==> config.mk <==
export PLATFORM = sky130hd
export DESIGN_NAME = hid_field_extract_scale
export DESIGN_NICKNAME = d
export VERILOG_FILES = /design/src/hdl/hfes_pkg.sv /design/src/hdl/hfes_ctrl.sv /design/src/hdl/hfes_dpath.sv /design/src/hdl/hid_field_extract_scale.sv
export SDC_FILE = /design/constraint.sdc
export NUM_CORES = 1
export LEC_CHECK = 0
export ABC_AREA = 1
export BUFFER_PORTS_ARGS = -buffer_cell sky130_fd_sc_hd__buf_2
export CAP_MARGIN = 20
export CORE_MARGIN = 2
export CORE_UTILIZATION = 54
export DETAILED_ROUTE_END_ITERATION = 8
export GPL_ROUTABILITY_DRIVEN = 0
export GPL_TIMING_DRIVEN = 0
export HOLD_SLACK_MARGIN = 0.06
export PLACE_DENSITY = 0.72
export SLEW_MARGIN = 20
export SYNTH_ARGS = -nofsm -noshare
export SYNTH_HDL_FRONTEND = slang
export SYNTH_SLANG_ARGS = --single-unit
==> constraint.sdc <==
create_clock -name clock -period 8.9 [get_ports clock]
set_clock_uncertainty 0.15 [all_clocks]
set_input_delay 0.445 -clock clock [delete_from_list [all_inputs] [get_ports clock]]
set_output_delay 0.445 -clock clock [all_outputs]
set_load 0.005 [all_outputs]
==> src/hdl/hfes_pkg.sv <==
// Shared types and constants for the HID field extract and scale block.
// Used by hfes_ctrl, hfes_dpath and hid_field_extract_scale; depends on nothing.
package hfes_pkg;

   // Report length limit and the widths that follow from it.
   localparam int MAX_REPORT_BYTES = 64;
   localparam int CNT_W            = $clog2(MAX_REPORT_BYTES + 1);
   // The last byte index of a field is a 7-bit value (offset plus size, over 8).
   localparam int END_W            = 7;
   localparam int LEN_W            = (CNT_W > END_W) ? CNT_W : END_W;

   // Configuration port.
   localparam int CSR_IDX_W  = 3;
   localparam int CSR_DATA_W = 32;

   localparam logic [CSR_IDX_W-1:0] CSR_BIT_OFFSET  = 3'd0;
   localparam logic [CSR_IDX_W-1:0] CSR_BIT_SIZE    = 3'd1;
   localparam logic [CSR_IDX_W-1:0] CSR_LOGICAL_MIN = 3'd2;
   localparam logic [CSR_IDX_W-1:0] CSR_LOGICAL_MAX = 3'd3;
   localparam logic [CSR_IDX_W-1:0] CSR_OUTPUT_MODE = 3'd4;

   // Output modes.
   localparam logic [1:0] MODE_RAW     = 2'd0;
   localparam logic [1:0] MODE_SIGNED  = 2'd1;
   localparam logic [1:0] MODE_SCALE_U = 2'd2;
   localparam logic [1:0] MODE_SCALE_S = 2'd3;

   // Register reset values.
   localparam logic [8:0]  OFFSET_RST = 9'd0;
   localparam logic [5:0]  SIZE_RST   = 6'd8;
   localparam logic [31:0] MIN_RST    = 32'd0;
   localparam logic [31:0] MAX_RST    = 32'd255;

   // Field and scaling constants.
   localparam logic [5:0] FIELD_MAX_BITS = 6'd32;
   localparam logic [7:0] ZERO_RANGE_U   = 8'd127;
   localparam logic [7:0] SIGN_FLIP      = 8'd128;

   // Restoring divider: one quotient bit per cycle, quotient fits 0..255.
   localparam int DIV_STEPS = 8;
   localparam int DIV_CNT_W = $clog2(DIV_STEPS);

   typedef enum logic [2:0] {
      ST_GATHER,
      ST_EXTRACT,
      ST_CLAMP,
      ST_LOAD,
      ST_DIV,
      ST_DONE
   } hfes_state_type;

   // Commands from the controller to the datapath.
   typedef struct packed {
      logic take_byte;
      logic capture;
      logic extract;
      logic clamp;
      logic load_div;
      logic div_step;
      logic load_out;
   } hfes_cmd_type;

   // Status from the datapath to the controller.
   typedef struct packed {
      logic scale_mode;
   } hfes_sts_type;

endpackage

==> src/hdl/hfes_ctrl.sv <==
// Controller state machine of the HID field extract and scale block.
// Depends on hfes_pkg; drives the datapath through hfes_cmd_type.
module hfes_ctrl
   import hfes_pkg::*;
(
   input  logic         clock,
   input  logic         reset,
   input  logic         req_valid,
   input  logic         req_last_byte,
   input  logic         rsp_stall,
   input  hfes_sts_type sts,
   output logic         req_stall,
   output logic         rsp_valid,
   output hfes_cmd_type cmd
);

   hfes_state_type       state_ff, state_in;
   logic [DIV_CNT_W-1:0] div_cnt_ff, div_cnt_in;
   logic                 rsp_valid_ff, rsp_valid_in;

   // State, step counter and result valid registers.
   always_ff @(posedge clock) begin
      if (reset) begin
         state_ff     <= ST_GATHER;
         div_cnt_ff   <= '0;
         rsp_valid_ff <= 1'b0;
      end else begin
         state_ff     <= state_in;
         div_cnt_ff   <= div_cnt_in;
         rsp_valid_ff <= rsp_valid_in;
      end
   end

   // Next state and commands.
   always_comb begin
      state_in   = state_ff;
      div_cnt_in = div_cnt_ff;
      cmd        = '0;
      req_stall  = 1'b1;
      case (state_ff)
         ST_GATHER: begin
            req_stall = 1'b0;
            if (req_valid) begin
               cmd.take_byte = 1'b1;
               if (req_last_byte) begin
                  cmd.capture = 1'b1;
                  state_in    = ST_EXTRACT;
               end
            end
         end
         ST_EXTRACT: begin
            cmd.extract = 1'b1;
            state_in    = sts.scale_mode ? ST_CLAMP : ST_DONE;
         end
         ST_CLAMP: begin
            cmd.clamp = 1'b1;
            state_in  = ST_LOAD;
         end
         ST_LOAD: begin
            cmd.load_div = 1'b1;
            div_cnt_in   = '0;
            state_in     = ST_DIV;
         end
         ST_DIV: begin
            cmd.div_step = 1'b1;
            div_cnt_in   = div_cnt_ff + 1'b1;
            if (div_cnt_ff == DIV_CNT_W'(DIV_STEPS - 1)) begin
               state_in = ST_DONE;
            end
         end
         ST_DONE: begin
            // Wait until the output register is free or being emptied.
            if (!rsp_valid_ff || !rsp_stall) begin
               cmd.load_out = 1'b1;
               state_in     = ST_GATHER;
            end
         end
         default: begin
            state_in = ST_GATHER;
         end
      endcase
   end

   // The result stays valid until it is taken.
   always_comb begin
      if (cmd.load_out) begin
         rsp_valid_in = 1'b1;
      end else if (!rsp_stall) begin
         rsp_valid_in = 1'b0;
      end else begin
         rsp_valid_in = rsp_valid_ff;
      end
   end

   assign rsp_valid = rsp_valid_ff;

endmodule

==> src/hdl/hfes_dpath.sv <==
// Datapath of the HID field extract and scale block: registers, byte gather,
// field extraction, clamp and a restoring divider. Depends on hfes_pkg.
module hfes_dpath
   import hfes_pkg::*;
(
   input  logic                  clock,
   input  logic                  reset,
   input  hfes_cmd_type          cmd,
   input  logic                  csr_write_en,
   input  logic [CSR_IDX_W-1:0]  csr_index,
   input  logic [CSR_DATA_W-1:0] csr_wdata,
   input  logic [7:0]            req_report_byte,
   output hfes_sts_type          sts,
   output logic signed [32:0]    rsp_field_value,
   output logic                  rsp_field_missing
);

   // Configuration registers.
   logic [8:0]  field_pos_ff;
   logic [5:0]  field_width_ff;
   logic [31:0] logical_min_ff;
   logic [31:0] logical_max_ff;
   logic [1:0]  output_mode_ff;

   // Gather state and the captured report.
   logic [CNT_W-1:0] count_ff;
   logic [31:0]      window_ff;
   logic [CNT_W-1:0] cap_len_ff;
   logic [31:0]      cap_window_ff;

   // Extract, clamp and divide stages.
   logic [31:0] raw_ff, ext_ff;
   logic        missing_ff;
   logic [31:0] dist_ff, range_ff;
   logic        rev_ff;
   logic [39:0] rem_ff;
   logic [38:0] dsr_ff;
   logic [7:0]  quo_ff;

   // Output register.
   logic [32:0] value_ff;
   logic        missing_out_ff;

   // Configuration writes; unknown indexes are ignored.
   always_ff @(posedge clock) begin
      if (reset) begin
         field_pos_ff   <= OFFSET_RST;
         field_width_ff <= SIZE_RST;
         logical_min_ff <= MIN_RST;
         logical_max_ff <= MAX_RST;
         output_mode_ff <= MODE_RAW;
      end else if (csr_write_en) begin
         case (csr_index)
            CSR_BIT_OFFSET:  field_pos_ff   <= csr_wdata[8:0];
            CSR_BIT_SIZE:    field_width_ff <= csr_wdata[5:0];
            CSR_LOGICAL_MIN: logical_min_ff <= csr_wdata;
            CSR_LOGICAL_MAX: logical_max_ff <= csr_wdata;
            CSR_OUTPUT_MODE: output_mode_ff <= csr_wdata[1:0];
            default: ;
         endcase
      end
   end

   assign sts.scale_mode = output_mode_ff[1];

   // Byte gather: the four bytes from the field's start byte form the window.
   logic [LEN_W-1:0] count_ext, start_ext, rel;
   logic             in_window, not_full;
   logic [31:0]      window_in;
   logic [CNT_W-1:0] count_in;

   always_comb begin
      count_ext = LEN_W'(count_ff);
      start_ext = LEN_W'(field_pos_ff[8:3]);
      rel       = count_ext - start_ext;
      in_window = (count_ext >= start_ext) && (rel < LEN_W'(4));
      not_full  = count_ff < CNT_W'(MAX_REPORT_BYTES);
      window_in = window_ff;
      count_in  = count_ff;
      if (not_full) begin
         count_in = count_ff + 1'b1;
         if (in_window) begin
            window_in = window_ff | (32'(req_report_byte) << {rel[1:0], 3'b000});
         end
      end
   end

   always_ff @(posedge clock) begin
      if (reset) begin
         count_ff  <= '0;
         window_ff <= '0;
      end else if (cmd.take_byte) begin
         if (cmd.capture) begin
            count_ff  <= '0;
            window_ff <= '0;
         end else begin
            count_ff  <= count_in;
            window_ff <= window_in;
         end
      end
   end

   always_ff @(posedge clock) begin
      if (cmd.capture) begin
         cap_len_ff    <= count_in;
         cap_window_ff <= window_in;
      end
   end

   // Field extraction, missing check and sign extension to the field size.
   logic        size_ok, narrow, missing, top_set;
   logic [9:0]  end_bit;
   logic [32:0] mask33;
   logic [31:0] mask, raw, ext;
   logic [4:0]  sign_pos;

   always_comb begin
      size_ok  = (field_width_ff != 6'd0) && (field_width_ff <= FIELD_MAX_BITS);
      narrow   = (field_width_ff != 6'd0) && (field_width_ff < FIELD_MAX_BITS);
      end_bit  = 10'(field_pos_ff) + 10'(field_width_ff) - 10'd1;
      missing  = !size_ok || (LEN_W'(end_bit[9:3]) >= LEN_W'(cap_len_ff));
      mask33   = (33'd1 << field_width_ff) - 33'd1;
      mask     = mask33[31:0];
      raw      = missing ? 32'd0 : ((cap_window_ff >> field_pos_ff[2:0]) & mask);
      sign_pos = 5'(field_width_ff - 6'd1);
      top_set  = raw[sign_pos];
      ext      = (narrow && top_set) ? (raw | ~mask) : raw;
   end

   always_ff @(posedge clock) begin
      if (cmd.extract) begin
         raw_ff     <= raw;
         ext_ff     <= ext;
         missing_ff <= missing;
      end
   end

   // Clamp to the logical range and take the distance from its low end.
   logic               rev;
   logic signed [31:0] lo, hi, v, vc;
   logic [32:0]        dist33, range33;

   always_comb begin
      rev     = $signed(logical_min_ff) > $signed(logical_max_ff);
      lo      = rev ? $signed(logical_max_ff) : $signed(logical_min_ff);
      hi      = rev ? $signed(logical_min_ff) : $signed(logical_max_ff);
      v       = lo[31] ? $signed(ext_ff) : $signed(raw_ff);
      if (v < lo) begin
         vc = lo;
      end else if (v > hi) begin
         vc = hi;
      end else begin
         vc = v;
      end
      dist33  = {vc[31], vc} - {lo[31], lo};
      range33 = {hi[31], hi} - {lo[31], lo};
   end

   always_ff @(posedge clock) begin
      if (cmd.clamp) begin
         dist_ff  <= dist33[31:0];
         range_ff <= range33[31:0];
         rev_ff   <= rev;
      end
   end

   // Restoring divider; the numerator is distance times 255, plus half the
   // range for rounding in the signed scale mode.
   logic        signed_scale;
   logic [39:0] numer;
   logic [40:0] diff;
   logic        ge;

   always_comb begin
      signed_scale = output_mode_ff == MODE_SCALE_S;
      numer        = ({8'd0, dist_ff} << 8) - {8'd0, dist_ff}
                   + (signed_scale ? 40'(range_ff >> 1) : 40'd0);
      diff         = {1'b0, rem_ff} - {2'b00, dsr_ff};
      ge           = !diff[40];
   end

   always_ff @(posedge clock) begin
      if (cmd.load_div) begin
         rem_ff <= numer;
         dsr_ff <= {range_ff, 7'd0};
         quo_ff <= '0;
      end else if (cmd.div_step) begin
         if (ge) begin
            rem_ff <= diff[39:0];
         end
         dsr_ff <= dsr_ff >> 1;
         quo_ff <= {quo_ff[6:0], ge};
      end
   end

   // Result selection by output mode.
   logic [7:0]  code;
   logic [32:0] scaled, value;

   always_comb begin
      code = (rev_ff ? ~quo_ff : quo_ff) ^ (signed_scale ? SIGN_FLIP : 8'd0);
      if (range_ff == 32'd0) begin
         scaled = signed_scale ? 33'd0 : 33'(ZERO_RANGE_U);
      end else if (signed_scale) begin
         scaled = {{25{code[7]}}, code};
      end else begin
         scaled = {25'd0, code};
      end
      case (output_mode_ff)
         MODE_RAW:     value = {1'b0, raw_ff};
         MODE_SIGNED:  value = {ext_ff[31], ext_ff};
         MODE_SCALE_U: value = scaled;
         MODE_SCALE_S: value = scaled;
         default:      value = scaled;
      endcase
   end

   always_ff @(posedge clock) begin
      if (cmd.load_out) begin
         value_ff       <= value;
         missing_out_ff <= missing_ff;
      end
   end

   assign rsp_field_value   = $signed(value_ff);
   assign rsp_field_missing = missing_out_ff;

endmodule

==> src/hdl/hid_field_extract_scale.sv <==
// Top level of the HID field extract and scale block.
// Depends on hfes_pkg, hfes_ctrl and hfes_dpath.
//
// Report bytes are taken one per cycle, byte zero first, and the field is
// gathered on the fly. When the last byte of a report is taken, the input
// stalls while the result is worked out in the extract and done states and,
// in the scaling modes, also in the clamp, load and divide states, dividing by
// the logical range in a restoring divider at one quotient bit per cycle.
// The result then sits in an output register until it is taken; the next
// report may start arriving meanwhile; its result waits for the register to
// empty. Configuration must be written only while the block is idle (unchecked).
module hid_field_extract_scale
   import hfes_pkg::*;
(
   input  logic                  clock,
   input  logic                  reset,
   input  logic                  req_valid,
   output logic                  req_stall,
   input  logic [7:0]            req_report_byte,
   input  logic                  req_last_byte,
   output logic                  rsp_valid,
   input  logic                  rsp_stall,
   output logic signed [32:0]    rsp_field_value,
   output logic                  rsp_field_missing,
   input  logic                  csr_write_en,
   input  logic [CSR_IDX_W-1:0]  csr_index,
   input  logic [CSR_DATA_W-1:0] csr_wdata
);

   hfes_cmd_type cmd;
   hfes_sts_type sts;

   hfes_ctrl u_ctrl (
      .clock         (clock),
      .reset         (reset),
      .req_valid     (req_valid),
      .req_last_byte (req_last_byte),
      .rsp_stall     (rsp_stall),
      .sts           (sts),
      .req_stall     (req_stall),
      .rsp_valid     (rsp_valid),
      .cmd           (cmd)
   );

   hfes_dpath u_dpath (
      .clock             (clock),
      .reset             (reset),
      .cmd               (cmd),
      .csr_write_en      (csr_write_en),
      .csr_index         (csr_index),
      .csr_wdata         (csr_wdata),
      .req_report_byte   (req_report_byte),
      .sts               (sts),
      .rsp_field_value   (rsp_field_value),
      .rsp_field_missing (rsp_field_missing)
   );

   // Right after the last byte of a report is taken, no byte is taken.
   assert property (@(posedge clock) disable iff (reset)
      (req_valid && !req_stall && req_last_byte) |=> req_stall)
      else $error("byte taken right after the last byte of a report");

   // A new result never overwrites one that is still waiting.
   assert property (@(posedge clock) disable iff (reset)
      cmd.load_out |-> !(rsp_valid && rsp_stall))
      else $error("result register loaded while a result is pending");

   // A result appears only after the controller has loaded it.
   assert property (@(posedge clock) disable iff (reset)
      $rose(rsp_valid) |-> $past(cmd.load_out))
      else $error("result valid without a load");

endmodule
==> results of run 1 <==
## cell type report
| type | instances | area share, % |
|---|---|---|
| clock buffer | 59 | 3.60 |
| inverter | 631 | 6.90 |
| sequential | 417 | 32.3 |
| clock inverter | 25 | 0.514 |
| antenna | 1 | 0.00729 |
| tap | 756 | 2.76 |
| buffer | 133 | 1.79 |
| multi-input combinational | 2978 | 49.3 |
| timing repair buffer | 136 | 2.76 |
## stage by stage
step                      area, um^2  worst slack (ns)
after floorplan                30900              1.74
final                          34300             0.498
after CTS                      34300            0.0446
after global routing           34300          -0.00340
after global placement         32300            -0.349
after detailed placement       32500            -0.426
## worst min-delay path, delay by kind of cell
family	cells	cell delay, ns
buffers and inverters	1	0.12
AOI/OAI and AO/OA	1	0.08
and+or+nand+nor	1	0.14
## cells in the mapped netlist (all sizes together) (2+ instances only)
cell type,n
o21a,55
mux2i,4
nor2,322
nand2,1007
o31ai,7
a21boi,7
a2111oi,3
nand3b,15
nand3,156
fa,27
a31oi,41
edfxtp,275
o21ai,407
or2,15
nand4,37
dfxtp,142
o21bai,9
a211oi,44
o2111ai,4
nor4,15
xnor2,44
a21oi,332
o211ai,23
and3,3
a21o,10
xor2,79
and2,4
ha,250
o221ai,4
inv,629
o22ai,11
clkbuf,98
a22oi,3
buf,35
clkinv,2
nor3,33
## final timing paths
check | startpoint | end | slack (ns) | cells after the start
setup reg to reg | u_dpath.logical_max_ff[31]$_SDFFE_PP0P_ | u_dpath.dist_ff[29]$_DFFE_PP_ | 0.50 | 46
hold reg to reg | u_dpath.missing_ff$_DFFE_PN_ | u_dpath.rsp_field_missing$_DFFE_PP_ | 0.28 | 0
hold / removal | csr_write_en | u_dpath.output_mode_ff[0]$_SDFFE_PP0P_ | 0.10 | 3
setup / recovery | u_dpath.logical_max_ff[31]$_SDFFE_PP0P_ | u_dpath.dist_ff[29]$_DFFE_PP_ | 0.50 | 46
## state kept, by name, indices dropped and copies added (netlist names), 2 cells and up
register,flops
u_ctrl.div_cnt_ff,3
u_ctrl.state_ff,3
u_dpath.cap_len_ff,7
u_dpath.cap_window_ff,32
u_dpath.count_ext,7
u_dpath.dist_ff,32
u_dpath.dsr_ff,39
u_dpath.ext_ff,32
u_dpath.field_pos_ff,9
u_dpath.field_width_ff,6
u_dpath.logical_max_ff,32
u_dpath.logical_min_ff,32
u_dpath.output_mode_ff,2
u_dpath.quo_ff,8
u_dpath.range_ff,32
u_dpath.raw_ff,32
u_dpath.rem_ff,40
u_dpath.rsp_field_value,33
u_dpath.window_ff,32
## power by group
part	switching, uW	internal [uW]	leakage [uW]	total [uW]
combinational	3850	2090	0.0118	5940
sequential	123	2670	0.00371	2790
clock	797	1020	0.000704	1810
total	4770	5780	0.0162	10500
## logic make-up (layout without fill, tap and decap cells)
group           Yosys count  count (layout)  share of synthesized area, %
fa+ha+maj               277             277                          11.9
xor+xnor                123             123                          3.48
compound gates          965             965                          17.3
mux                       5               5                         0.166
simple gates           1608            1608                          21.7
buf+inv                 764             984                          9.62
other cells               0               1                             0
flops                   417             417                          35.9
## metal layers
metal	global-route usage (%)	part of all wire, %	up-vias
met5	0	0	-
met4	15.8	5.8	0
met3	3.48	6.6	266
met2	52.1	46	1147
met1	40.2	42	13224
li1	-	-	14221
## timing repair
item | in CTS | in global routing
buffers inserted | 0 | 3
pin swaps | 0 | 1
hold buffers | 33 | 0
setup endpoints to repair | 5 | 9
gates resized for setup | 5 | 19
hold endpoints to repair | 62 | 0
==> run_results.csv, run 1 <==
group,metric,value,unit
outcome,outcome,"finished clean",
timing,whs,0.100,ns
detailed_routing,drc,0,
die,die_y,243,um
global_routing,grt_use_total,31.3,%
global_routing,antenna_found_initial,1,
die,die_width,243,um
timing,period_share,94.4,%
power,p_leak,0.0162,uW
yosys,avgSynthCellArea,7.44,um^2
detailed_routing,wl_per_cell,18.2,um
power,peakVddDrop,0.000186,V
finish,drive_gt1_share,6.83,%
timing,setup_tns,0,ns
finish,layout_commonest_cell,"nand2_1",
clock_network,numCtsBuffers,45,
setup_path,crit_buf_inv,7,
placed_design,place_inst,5015,
yosys,synth_top_area_share,26.7,%
timing,finalHoldViolCount,0,
power,power_density,307,nW/um^2
yosys,synth-seq-area-share,35.9,%
yosys,ys_seq_elements,417,
timing,worstMarginPinSlew,0.902,ns
setup_path,worstPathArrival,8.60,ns
setup_path,criticalPathCategory,"reg -> reg",
yosys,synth_top_flop_cell,"edfxtp_1",
setup_path,crit_top_cell,"nand2_1",
timing,setup-violations-final,0,
yosys,synth-warning-count,0,
yosys,synth_edf_count,275,
yosys,yosys-top-cells-area,"edfxtp_1, nand2_1, ha_1, dfxtp_1, inv_1",
die,fp-row-count,87,
setup_path,critPathLaunchType,"register",
setup_path,crit_fanout,10,
timing,slew_viol_final,0,
power,power,10500,uW
clock_network,path_clk_slew,0.06,ns
hold_path,hold_path.class,"in -> reg",
finish,mostFrequentLayoutCells,"nand2_1, inv_1, o21ai_0, a21oi_1, nor2_1",
detailed_routing,drt_iter0_drc,2941,
detailed_routing,first_pass_iters,6,
setup_path,cp.required,9.10,ns
finish,seq_area,11100,um^2
global_routing,grt_max_degree,36,
placed_design,io_buffers,84,
yosys,syn-num-nets,4485,
die,core_area,56500,um^2
clock_network,clockBufferDepth,3,
yosys,yosysTopAreaCell,"edfxtp_1",
global_routing,gr-total-overflow,0,
die,floorplan.initialDensity,54.8,%
yosys,syn_area,30900,um^2
die,die_area,59200,um^2
clock_network,cts_tree,"done",
finish,stdcell_count,5136,
clock_network,htreeDepth,2,
setup_path,path_delay_family,"simple AND/OR/NAND/NOR gates",
timing,period_minus_slack,8.40,ns
setup_path,crit_path_top_delay_cell,"ha_1",
detailed_routing,via_per_inst,5.62,
clock_network,root_buffer,"clkbuf_16",
global_routing,grt_pass1_vias,27046,
timing,fmax,0.119,GHz
finish,num-fill-cells,5218,
setup_path,setup.worst_path.end_class,"register",
flow_run,maxCapViolCount,0,
detailed_routing,num_vias,28858,
detailed_routing,ant_nets,0,
yosys,syn_inst,4159,
finish,fin_util,60.7,%
timing,slew_headroom,39.6,%
placed_design,dp_hpwl,75400,um
finish,multiInputGateArea,16900,um^2
global_routing,grt_pass1_wl,146000,um
yosys,ys_types,62,
finish,syn2layout_area_growth,10.9,%
finish,finalNetCount,4668,
detailed_routing,wirelength,93500,um
clock_network,numClockSinks,417,
clock_network,clk_latency,0.60,ns
setup_path,critPathMaxStageDelay,0.49,ns
die,pin_count,85,
yosys,async_reset_ff_share,0,%
No activity file was read; power rests on OpenSTA's default activity.
==> inputs of run 2 (changes only) <==
--- a/config.mk
+++ b/config.mk
@@ -18,4 +18,5 @@
 export SLEW_MARGIN = 20
 export SYNTH_ARGS = -nofsm -noshare
 export SYNTH_HDL_FRONTEND = slang
+export SYNTH_HIERARCHICAL = 1
 export SYNTH_SLANG_ARGS = --single-unit
==> run 2 against run 1 <==
Clock power rose by 6%. Global-route usage increased by 0.40 points. Sequential share of layout area decreased by 0.63 points. Fmax about the same. Combinational power is 4.4% higher. Critical path depth did not move. Count of clock-buffer cells in the layout grew 4. Critical path type unchanged. Largest cell class unchanged. Largest power group unchanged.
==> run_results.csv, run 2 <==
group,metric,value,unit
detailed_routing,first_pass_iters,8,
yosys,avgSynthCellArea,7.49,um^2
yosys,ys_top_cells_by_count,"nand2_1, inv_1, nor2_1, a21oi_1, o21ai_0",
placed_design,io_buffers,84,
power,peakVddDrop,0.000173,V
clock_network,clk_latency,0.61,ns
timing,rsz0062_at_grt,"no",
finish,syn2layout_area_growth,11.0,%
die,die_width,246,um
timing,fmax,0.119,GHz
detailed_routing,num_vias,29154,
yosys,synth_top_area_share,26.2,%
yosys,async_reset_ff_share,0,%
setup_path,crit_top_cell,"nand2_1",
clock_network,clockBufferDepth,3,
timing,period_share,94.4,%
power,power,11000,uW
placed_design,dp_hpwl,77800,um
finish,layout_commonest_cell,"nand2_1",
yosys,synth_top_flop_cell,"edfxtp_1",
finish,num-fill-cells,5277,
yosys,ys_types,64,
yosys,yosys-top-cells-area,"edfxtp_1, nand2_1, ha_1, dfxtp_1, inv_1",
yosys,synth-warning-count,6,
timing,period_minus_slack,8.41,ns
die,die_area,60300,um^2
setup_path,worstPathArrival,8.59,ns
clock_network,path_clk_slew,0.06,ns
finish,largest_register_ffs,40,
yosys,syn_inst,4209,
clock_network,numClockSinks,417,
die,core_area,57700,um^2
finish,drive_gt1_share,6.52,%
power,p_leak,0.0166,uW
clock_network,numCtsBuffers,45,
timing,slew_viol_final,0,
die,pin_count,85,
setup_path,critPathMaxStageDelay,0.44,ns
detailed_routing,wl_per_cell,18.6,um
clock_network,cts_setup_buffers,0,
setup_path,setup.worst_path.end_class,"register",
timing,slew_headroom,40.4,%
timing,worstMarginPinSlew,0.885,ns
detailed_routing,ant_nets,0,
global_routing,grt_max_degree,68,
finish,top_register,"u_dpath/rem_ff",
yosys,yosysMostFrequentCell,"nand2_1",
clock_network,root_buffer,"clkbuf_16",
finish,finalNetCount,4708,
global_routing,antenna_found_initial,1,
setup_path,crit_fanout,10,
detailed_routing,drt_iter0_drc,2708,
yosys,yosysTopAreaCell,"edfxtp_1",
die,fp-row-count,88,
setup_path,crit_path_top_delay_cell,"ha_1",
setup_path,criticalPathCategory,"reg -> reg",
finish,final_design_area_no_fill,35000,um^2
detailed_routing,wirelength,96200,um
setup_path,critPathLaunchType,"register",
detailed_routing,via_per_inst,5.62,
flow_run,maxCapViolCount,0,
finish,fin_util,60.7,%
global_routing,gr-total-overflow,0,
global_routing,grt_pass1_wl,149000,um
global_routing,grt_use_total,31.7,%
finish,mostFrequentLayoutCells,"nand2_1, inv_1, nor2_1, a21oi_1, o21ai_0",
timing,setup-violations-final,0,
yosys,synth-seq-area-share,35.2,%
detailed_routing,drc,0,
timing,finalHoldViolCount,0,
yosys,syn_area,31500,um^2
die,floorplan.initialDensity,54.7,%
yosys,synth_edf_count,275,
yosys,ys_seq_elements,417,
clock_network,htreeDepth,2,
hold_path,hold_path.class,"in -> reg",
placed_design,placed_cell_area,33000,um^2
global_routing,grt_pass1_vias,27693,
setup_path,cp.required,9.08,ns
outcome,outcome,"finished clean",
die,die_y,246,um
power,power_density,314,nW/um^2
clock_network,cts_tree,"done",
yosys,syn-num-nets,4534,
[run 2: cell count changes in the layout (fill, tap and decap cells not counted), moves of 24 or more]
cell and delta:
a21oi_1 +24, o31ai_1 +29, o211a_1 +33, a211oi_1 -35, nor2_1 +73, nand2_1 -118
inv_1 +26, nand3_1 -25
[run 2: power by group]
| group | total [uW] | internal [uW] | switching (uW) |
|---|---|---|---|
| Sequential | 2890 | 2750 | 142 |
| Combinational | 6200 | 2120 | 4080 |
| Clock | 1910 | 1120 | 795 |
| Total | 11000 | 5990 | 5020 |
[run 2: worst max-delay path: cells and delay by family, from the launching register on]
kind	cells	cell delay [ns]
and+or+nand+nor	26	3.35
xor gates and xnor gates	1	0.14
DFF	1	0.34
AOI/OAI and AO/OA	11	2.21
buffers and inverters	5	0.83
adders and majority gates	3	1.09
[run 2: cells by family after synthesis]
family	after synthesis	share of synthesized area, %
AOI/OAI and AO/OA	1047	19.1
xor gates and xnor gates	121	3.36
adders and majority gates	276	11.6
buffers and inverters	792	9.91
DFF	417	35.2
muxes	14	0.444
and+or+nand+nor	1542	20.3
[run 2: layer usage]
layer | global-route usage (%) | wire [um] | vias to the layer above
met4 | 16.3 | 5390 | 0
met1 | 39.0 | 39300 | 13351
met2 | 55.0 | 45800 | 1086
met5 | 0 | 0 | -
li1 | - | - | 14451
met3 | 3.16 | 5750 | 266
[run 2: cell type report]
type                    instances  area, um^2  share of cell area (%)
plain buffers                 134         673                    1.92
repair buffers                127         898                    2.57
well taps                     765         957                    2.73
clock buffers                  63        1220                    3.50
diodes                          1        2.50                 0.00715
multi-input cells            3000       17400                    49.7
clock inverters                21         293                   0.837
flip-flops and latches        417       11100                    31.7
inverters                     658        2470                    7.06
[run 2: timing repair]
item	4_1_cts	5_1_grt
hold endpoints to repair	71	0
hold buffers	37	0
setup endpoints to repair	8	10
pin swaps	0	1
resized for setup	10	29
[run 2: stage by stage]
step / hold WS (ns) / TNS, ns / std cells / setup WS (ns)
after global placement: 0.258 / -2.10 / 5058 / -0.671
after detailed placement: 0.256 / -2.72 / 5063 / -0.739
after CTS: 0.100 / 0 / 5184 / 0.0153
final: 0.122 / 0 / 5186 / 0.495
after global routing: 0.140 / 0 / 5186 / 0.0100
after floorplan: 0.250 / 0 / 4209 / 1.90
[run 2: path summary, 6_finish.rpt]
check	to	slack, ns	depth (start not counted)	from
worst min register to register	u_dpath/rsp_field_missing$_DFFE_PP_	0.27	0	u_dpath/missing_ff$_DFFE_PP_
worst min-delay path	u_dpath/output_mode_ff[0]$_SDFFE_PP0P_	0.12	3	csr_write_en
worst max register to register	u_dpath/dist_ff[31]$_DFFE_PP_	0.49	46	u_dpath/logical_max_ff[19]$_SDFFE_PP0P_
worst max-delay path	u_dpath/dist_ff[31]$_DFFE_PP_	0.49	46	u_dpath/logical_max_ff[19]$_SDFFE_PP0P_
